`config.mk`:
```
export PLATFORM = sky130hd
export DESIGN_NAME = ccov_sequencer
export DESIGN_NICKNAME = d
export VERILOG_FILES = /design/src/design/ccov_pkg.sv /design/src/design/ccov_sequencer.sv
export SDC_FILE = /design/constraint.sdc
export NUM_CORES = 1
export LEC_CHECK = 0
export ABC_AREA = 1
export BUFFER_PORTS_ARGS = -buffer_cell sky130_fd_sc_hd__buf_4
export CAP_MARGIN = 20
export CORE_MARGIN = 5
export CORE_UTILIZATION = 44
export CTS_CLUSTER_SIZE = 16
export DETAILED_ROUTE_END_ITERATION = 16
export SYNTH_ARGS = -nofsm -noshare
export SYNTH_HDL_FRONTEND = slang
export SYNTH_SLANG_ARGS = --single-unit
export TNS_END_PERCENT = 100
```
`constraint.sdc`:
```
create_clock -name clk_i -period 2.4 [get_ports clk_i]
set_input_delay 0.12 -clock clk_i [delete_from_list [all_inputs] [get_ports clk_i]]
set_output_delay 0.12 -clock clk_i [all_outputs]
set_load 0.01 [all_outputs]
```
`src/design/ccov_pkg.sv`:
```
// ----------------------------------------------------------------------------
// ccov_pkg
// Shared constants, types and the microcode table of the coverage accumulator.
// ----------------------------------------------------------------------------
package ccov_pkg;

  localparam int COVERAGE_WORDS = 65536;
  localparam int MAX_SEGMENTS   = 1024;
  // coverage store is addressed modulo its depth, which is a power of two
  localparam int COV_AW         = $clog2(COVERAGE_WORDS);
  localparam int SEG_AW         = $clog2(MAX_SEGMENTS);

  localparam int CMD_W    = 3;
  localparam int SEG_W    = 10;
  localparam int BASE_W   = 16;
  localparam int LEN_W    = 17;
  localparam int START_W  = 16;
  localparam int OP_W     = 4;
  localparam int OPLEN_W  = 28;
  localparam int ADDR_W   = 16;
  localparam int COV_W    = 8;
  localparam int POS_W    = 33;
  localparam int ACC_W    = 48;
  localparam int READS_W  = 32;
  localparam int STEP_W   = 4;

  localparam logic [POS_W-1:0]   POS_MAX   = '1;
  localparam logic [ACC_W-1:0]   ACC_MAX   = '1;
  localparam logic [READS_W-1:0] READS_MAX = '1;
  localparam logic [COV_W-1:0]   COV_MAX   = 8'd255;

  typedef enum logic [CMD_W-1:0] {
    CMD_BEGIN      = 3'd0,
    CMD_CIGAR      = 3'd1,
    CMD_END        = 3'd2,
    CMD_READ_COV   = 3'd3,
    CMD_READ_TOTAL = 3'd4
  } cmd_e;

  typedef enum logic [OP_W-1:0] {
    OP_M  = 4'd0,
    OP_D  = 4'd2,
    OP_N  = 4'd3,
    OP_EQ = 4'd7,
    OP_X  = 4'd8
  } cigar_op_e;

  typedef enum logic [3:0] {
    ACT_NONE,
    ACT_CLEAR,
    ACT_LOAD_REC,
    ACT_OP_SUM,
    ACT_OP_LIMIT,
    ACT_COV_STEP,
    ACT_POS_UPD,
    ACT_SEG_READ,
    ACT_SEG_WRITE,
    ACT_COV_READ,
    ACT_OUT
  } act_e;

  typedef enum logic [2:0] {
    CND_NEXT,
    CND_ALWAYS,
    CND_DISPATCH,
    CND_CLR_MORE,
    CND_NOT_MATCH,
    CND_NO_SPAN,
    CND_LOOP_MORE
  } cond_e;

  typedef logic [STEP_W-1:0] step_t;

  localparam step_t STEP_CLEAR   = 4'd0;
  localparam step_t STEP_IDLE    = 4'd1;
  localparam step_t STEP_BEGIN   = 4'd2;
  localparam step_t STEP_C_SUM   = 4'd3;
  localparam step_t STEP_C_LIMIT = 4'd4;
  localparam step_t STEP_C_LOOP  = 4'd5;
  localparam step_t STEP_C_POS   = 4'd6;
  localparam step_t STEP_E_READ  = 4'd7;
  localparam step_t STEP_E_WRITE = 4'd8;
  localparam step_t STEP_R_COV   = 4'd9;
  localparam step_t STEP_R_TOTAL = 4'd10;
  localparam step_t STEP_OUT     = 4'd11;

  typedef struct packed {
    act_e  act;
    cond_e cond;
    step_t target;
  } ctrl_word_t;

  typedef struct packed {
    logic clr_more;
    logic not_match;
    logic no_span;
    logic loop_more;
  } flags_t;

  function automatic ctrl_word_t ucode(step_t step);
    ctrl_word_t cw;
    unique case (step)
      STEP_CLEAR:   cw = '{ACT_CLEAR,     CND_CLR_MORE,  STEP_CLEAR};
      STEP_IDLE:    cw = '{ACT_NONE,      CND_DISPATCH,  STEP_IDLE};
      STEP_BEGIN:   cw = '{ACT_LOAD_REC,  CND_ALWAYS,    STEP_OUT};
      STEP_C_SUM:   cw = '{ACT_OP_SUM,    CND_NOT_MATCH, STEP_C_POS};
      STEP_C_LIMIT: cw = '{ACT_OP_LIMIT,  CND_NO_SPAN,   STEP_C_POS};
      STEP_C_LOOP:  cw = '{ACT_COV_STEP,  CND_LOOP_MORE, STEP_C_LOOP};
      STEP_C_POS:   cw = '{ACT_POS_UPD,   CND_ALWAYS,    STEP_OUT};
      STEP_E_READ:  cw = '{ACT_SEG_READ,  CND_NEXT,      STEP_E_WRITE};
      STEP_E_WRITE: cw = '{ACT_SEG_WRITE, CND_ALWAYS,    STEP_OUT};
      STEP_R_COV:   cw = '{ACT_COV_READ,  CND_ALWAYS,    STEP_OUT};
      STEP_R_TOTAL: cw = '{ACT_SEG_READ,  CND_ALWAYS,    STEP_OUT};
      STEP_OUT:     cw = '{ACT_OUT,       CND_ALWAYS,    STEP_IDLE};
      default:      cw = '{ACT_NONE,      CND_ALWAYS,    STEP_IDLE};
    endcase
    return cw;
  endfunction

  function automatic step_t dispatch(logic [CMD_W-1:0] cmd);
    step_t s;
    unique case (cmd)
      CMD_BEGIN:      s = STEP_BEGIN;
      CMD_CIGAR:      s = STEP_C_SUM;
      CMD_END:        s = STEP_E_READ;
      CMD_READ_COV:   s = STEP_R_COV;
      CMD_READ_TOTAL: s = STEP_R_TOTAL;
      default:        s = STEP_OUT;
    endcase
    return s;
  endfunction

endpackage

```
`src/design/ccov_sequencer.sv`:
```
// ----------------------------------------------------------------------------
// ccov_sequencer
// Step counter over the microcode table, with conditional and dispatch jumps.
// ----------------------------------------------------------------------------
module ccov_sequencer (
  input  logic                         clk_i,
  input  logic                         rst_ni,
  input  logic                         start,
  input  logic [ccov_pkg::CMD_W-1:0]   command_i,
  input  ccov_pkg::flags_t             flags_i,
  output ccov_pkg::act_e               act_o,
  output logic                         accept_o,
  output logic                         busy_o
);

  ccov_pkg::step_t      pc_q, pc_d;
  ccov_pkg::ctrl_word_t cw;

  assign cw       = ccov_pkg::ucode(pc_q);
  assign act_o    = cw.act;
  assign busy_o   = (pc_q != ccov_pkg::STEP_IDLE);
  assign accept_o = start && !busy_o;

  always_comb begin
    unique case (cw.cond)
      ccov_pkg::CND_NEXT:      pc_d = pc_q + 1'b1;
      ccov_pkg::CND_ALWAYS:    pc_d = cw.target;
      ccov_pkg::CND_DISPATCH:  pc_d = accept_o ? ccov_pkg::dispatch(command_i) : pc_q;
      ccov_pkg::CND_CLR_MORE:  pc_d = flags_i.clr_more  ? cw.target : pc_q + 1'b1;
      ccov_pkg::CND_NOT_MATCH: pc_d = flags_i.not_match ? cw.target : pc_q + 1'b1;
      ccov_pkg::CND_NO_SPAN:   pc_d = flags_i.no_span   ? cw.target : pc_q + 1'b1;
      ccov_pkg::CND_LOOP_MORE: pc_d = flags_i.loop_more ? cw.target : pc_q + 1'b1;
      default:                 pc_d = ccov_pkg::STEP_IDLE;
    endcase
  end

  always_ff @(posedge clk_i or negedge rst_ni) begin
    if (!rst_ni) begin
      pc_q <= ccov_pkg::STEP_CLEAR;
    end else begin
      pc_q <= pc_d;
    end
  end

endmodule

```
# Word-level counts from Yosys, hierarchy flattened
# Memories as Yosys holds them, arrays and structs flattened.
# Index checks and enable logic that the tools add are counted.
[word_totals]
mem_bits_ro = 176
wordCells = 26
n_memories = 1
in_bits = 10
regBits = 4
output_inout_bits = 6
[mem_list]
columns = ["memory", "depth", "word_bits", "read_ports", "rd_ports_with_merged_regs", "write_ports", "line", "source"]
rows = [
  ["(name not given)", 16, 11, 1, 0, 0, "ccov_pkg.sv:102", "unique case (step)"],
]
[classes]
muxes = 7
eq_ne = 12
addsub = 1
n_reduce_logical = 4
[op_table]
columns = ["cell", "n"]
rows = [
  ["$pmux W4 S7", 1],
  ["$mux W4", 5],
  ["$pmux W4 S5", 1],
  ["$eq A3 B2 Y1 const B", 4],
  ["$eq A3 B3 Y1 const B", 4],
  ["$eq A3 B1 Y1 const B", 2],
  ["$logic_not A3 Y1", 2],
  ["$add A4 B1 Y4 const B", 1],
  ["$ne A4 B1 Y1 const B", 1],
  ["$ne A2 B2 Y1 const B", 1],
  ["$logic_and A1 B1 Y1", 1],
  ["$logic_not A1 Y1", 1],
]

# Depth between registers and ports, before layout
[logic_depth]
ltp_word = 5
mapped_depth = 12
depth_no_buf = 12

# Worst setup path after synthesis
# Ideal clock, no wire load.
[synth_timing]
path_kind = "register -> register"
start = "reg pc_q[1]"
end = "reg pc_q[3]"
setup_ps = 121
arrival_ps = 1588
path_stages_with_launch = 11
n_path_buf = 0
t_required_ps = 2279
slack_ps = 691
synth_period_minus_slack_ps = 1709
cell_sequence = "dfrtp_1 ha_1 inv_1 ha_1 nand2_1 a21boi_2 nand2_1 o211ai_1 nand2_1 nor2_1 nor2_1"
[synth_between]
elab_chain_len = 4
word_cells_on_any_way = 18
classes_between = "add/sub (1); eq/ne (8); mux (5); reduce/logical (3); memory (1)"
[synth_rtl]
columns = ["item", "line", "source"]
rows = [
  ["from (decl)", "ccov_sequencer.sv:16", "ccov_pkg::step_t pc_q, pc_d;"],
  ["from (signal assigned)", "ccov_sequencer.sv:39", "pc_q <= ccov_pkg::STEP_CLEAR;"],
  ["from (signal assigned)", "ccov_sequencer.sv:41", "pc_q <= pc_d;"],
  ["branches (longest 4 deep; another with $mem_v2 Z16 W11)", "-", ""],
]
# Parallel ways; which one is timed is not known.
# A chain may end at the register's enable or synchronous reset.

# Final worst setup path
[layout_timing]
start = "reg pc_q[0]"
end = "reg pc_q[0]"
# Same word-level chain as after synthesis.

==> results.toml <==
[cts]
cts_setup_buffers = 0
root_buffer = "clkbuf_4"
htreeDepth = 1
cts_buffers = 3
clockBufferDepth = 2
numClockSinks = 4
tritoncts = "yes"
clk_pin_slew_ps = 40
clk_latency_ps = 240

[critical_path]
path_cells = "inv_1 -> ha_1 -> nor2_1 -> o21ai_0 -> nand3_1 -> nand2_1 -> nor2_1 -> nand3_1 -> nand2_1 -> nand2_1"
cp_top_family = "simple AND/OR/NAND/NOR gates"
crit_arrival_ps = 2180
cp_common_cell = "nand2_1"
crit_path_max_incr_delay_ps = 460
crit_type = "flop to flop"
worst_setup_path_end_kind = "flop"
cp_slowest_cell = "dfrtp_1"
required_ps = 2520
worstSetupStartpointType = "flop"
ff2ff_setup_slack_ps = 340
path_buf_inv = 1
critPathMaxFanout = 9

[floorplan]
initial_utilization_pct = 47.2
fp.dieH_um = 56.6
pin_count = 16
fp.dieW_um = 56.6
die-area_um2 = 3200
core_area_um2 = 2020
rows = 16

[sta]
fin_ws_ps = 338
timing_max_transition_violations_final = 0
finalCriticalPeriod_ps = 2060
hold_viol = 0
min_period_over_period_pct = 85.9
clock_skew_ps = 4.75
slew_headroom_pct = 70.6
rsz0062_at_grt = "false"
clock.fmax_ghz = 0.485
tightest_slew_ps = 441
finalSetupViolations = 0
holdWs_ps = 215
tns_ps = 0

[place]
port_buffers = 15
hpwl_um = 2020
dpl_worst_slack_ps = 384
gp_congestion = 0.904

[yosys]
synth-seq-cells = 4
synth_ff_type = "dfrtp_1"
netlist_area_um2 = 953
ys_types = 27
synth_top_area_share_pct = 15.7
synth_top_cell_by_area = "nand2_1"
synth-edff-count = 0
yosysSeqAreaShare_pct = 10.5
async_flop_share_pct = 100
yosys_warnings = 0
synthTopCellsByArea = "nand2_1 (16%), nand3_1 (11%), dfrtp_1 (10%)"
syn_area_per_cell_um2 = 6.11
synth_nets = 172
synthCells = 156

[final_layout]
mostFrequentLayoutCell = "nand2_1"
regArea_um2 = 100
top_register = "pc_q"
top_regs = "pc_q: 4 flops"
antennaDiodeCount = 0
multi_input_area_um2 = 737
n_fill_cell = 220
nNetsFinal = 192
synthToLayoutAreaGrowth_pct = 16.8
drive_above_1_share_pct = 25.3
layout_common_cells = "nand2_1 (40), nor2_1 (23), nand3_1 (21)"
largest_reg_flops = 4

[drt]
wl_met1_um = 1190
post_drt_wl_per_cell_um = 12.3
wl_met2_um = 1090
routed_wl_um = 2460
highest_layer = "met4"
firstDrtPassIters = 4
vias = 1021
drtIter0Drc = 35
ant_nets = 0
wl_met3_um = 170
drc_errors = 0
drt-vias-per-instance = 5.08

[global_route]
grt_usage_pct = 16.6
grt_pass1_vias = 938
grt_antenna_before_repair = 0
grt_first_pass_wirelength_um = 4360
grt_overflow_total = 0
grt_max_degree = 12

[power]
p_per_area_nw_per_um2 = 1550
p_leak_nw = 0.606
max-vdd-ir-drop_v = 0.000929
total_power_w = 0.00173

[hold_path]
min_path_type = "input pin to asynchronous set/reset pin"

[run]
drv_cap = 0

[status]
outcome = "finished clean"
[layout make-up]
class                      count  area share, %
timing repair buffer          18           12.4
clock buffer                   3           2.02
tap                           27           3.03
multi-input combinational    129           66.2
sequential                     4           8.99
inverter                      20           7.42
[logic make-up (layout without fill, tap and decap cells)]
family	count (synthesis)	count (layout)	synth area share, %
AO/OA/AOI/OAI	18	18	11.5
XOR/XNOR	1	1	0.919
adder cells (fa/ha/maj)	6	6	7.87
buffers and inverters	23	41	12.2
flip-flops	4	4	10.5
AND/OR/NAND/NOR	104	104	57.0
[layer usage]
layer,global-route usage (%),vias up
met5,0,-
met3,2.29,2
met1,24.4,446
li1,-,541
met2,25.1,32
met4,4.07,0
[report_power, final]
group          internal [W]  switching [W]
registers          0.000103      0.0000766
logic              0.000533       0.000932
clock network     0.0000558      0.0000266
total              0.000692        0.00104
[what timing repair did]
item / in CTS / in global routing
resized for setup: 0 / 0
hold endpoints to repair: 4 / 0
hold buffers: 1 / 0
[final timing paths]
| kind | from | endpoint | cells past startpoint |
|---|---|---|---|
| max | pc_q[0] | pc_q[0] | 10 |
| min | rst_ni | pc_q[1] | 2 |
| max reg2reg | pc_q[0] | pc_q[0] | 10 |
| min reg2reg | pc_q[0] | pc_q[0] | 2 |
| max in group asynchronous | rst_ni | pc_q[0] | 2 |
| min in group clk_i | flags_i[3] | pc_q[3] | 5 |
[per-stage QoR]
stage                     std cells  instance area (µm²)  util (%)
after floorplan                 156                  953         -
after global placement          197                 1080      53.5
after detailed placement        197                 1080      53.5
after CTS                       201                 1110      55.1
after global routing            201                 1110      55.1
final                           201                 1110      55.1
[cell usage after synthesis, types with 2 or more instances]
cell type  count
ha_1           6
nand3_1       21
nand2_1       40
inv_1         16
nand2_4        2
nor3_1         2
dfrtp_1        4
o211ai_1       2
nand3_4        2
inv_2          3
o21ai_1        3
a21oi_1        5
o21ai_0        4
nand2_2        6
nor2_4         3
nor2_1        23
buf_6          3
nor2_8         2
Note: power is estimated with default switching activity, not from simulation.
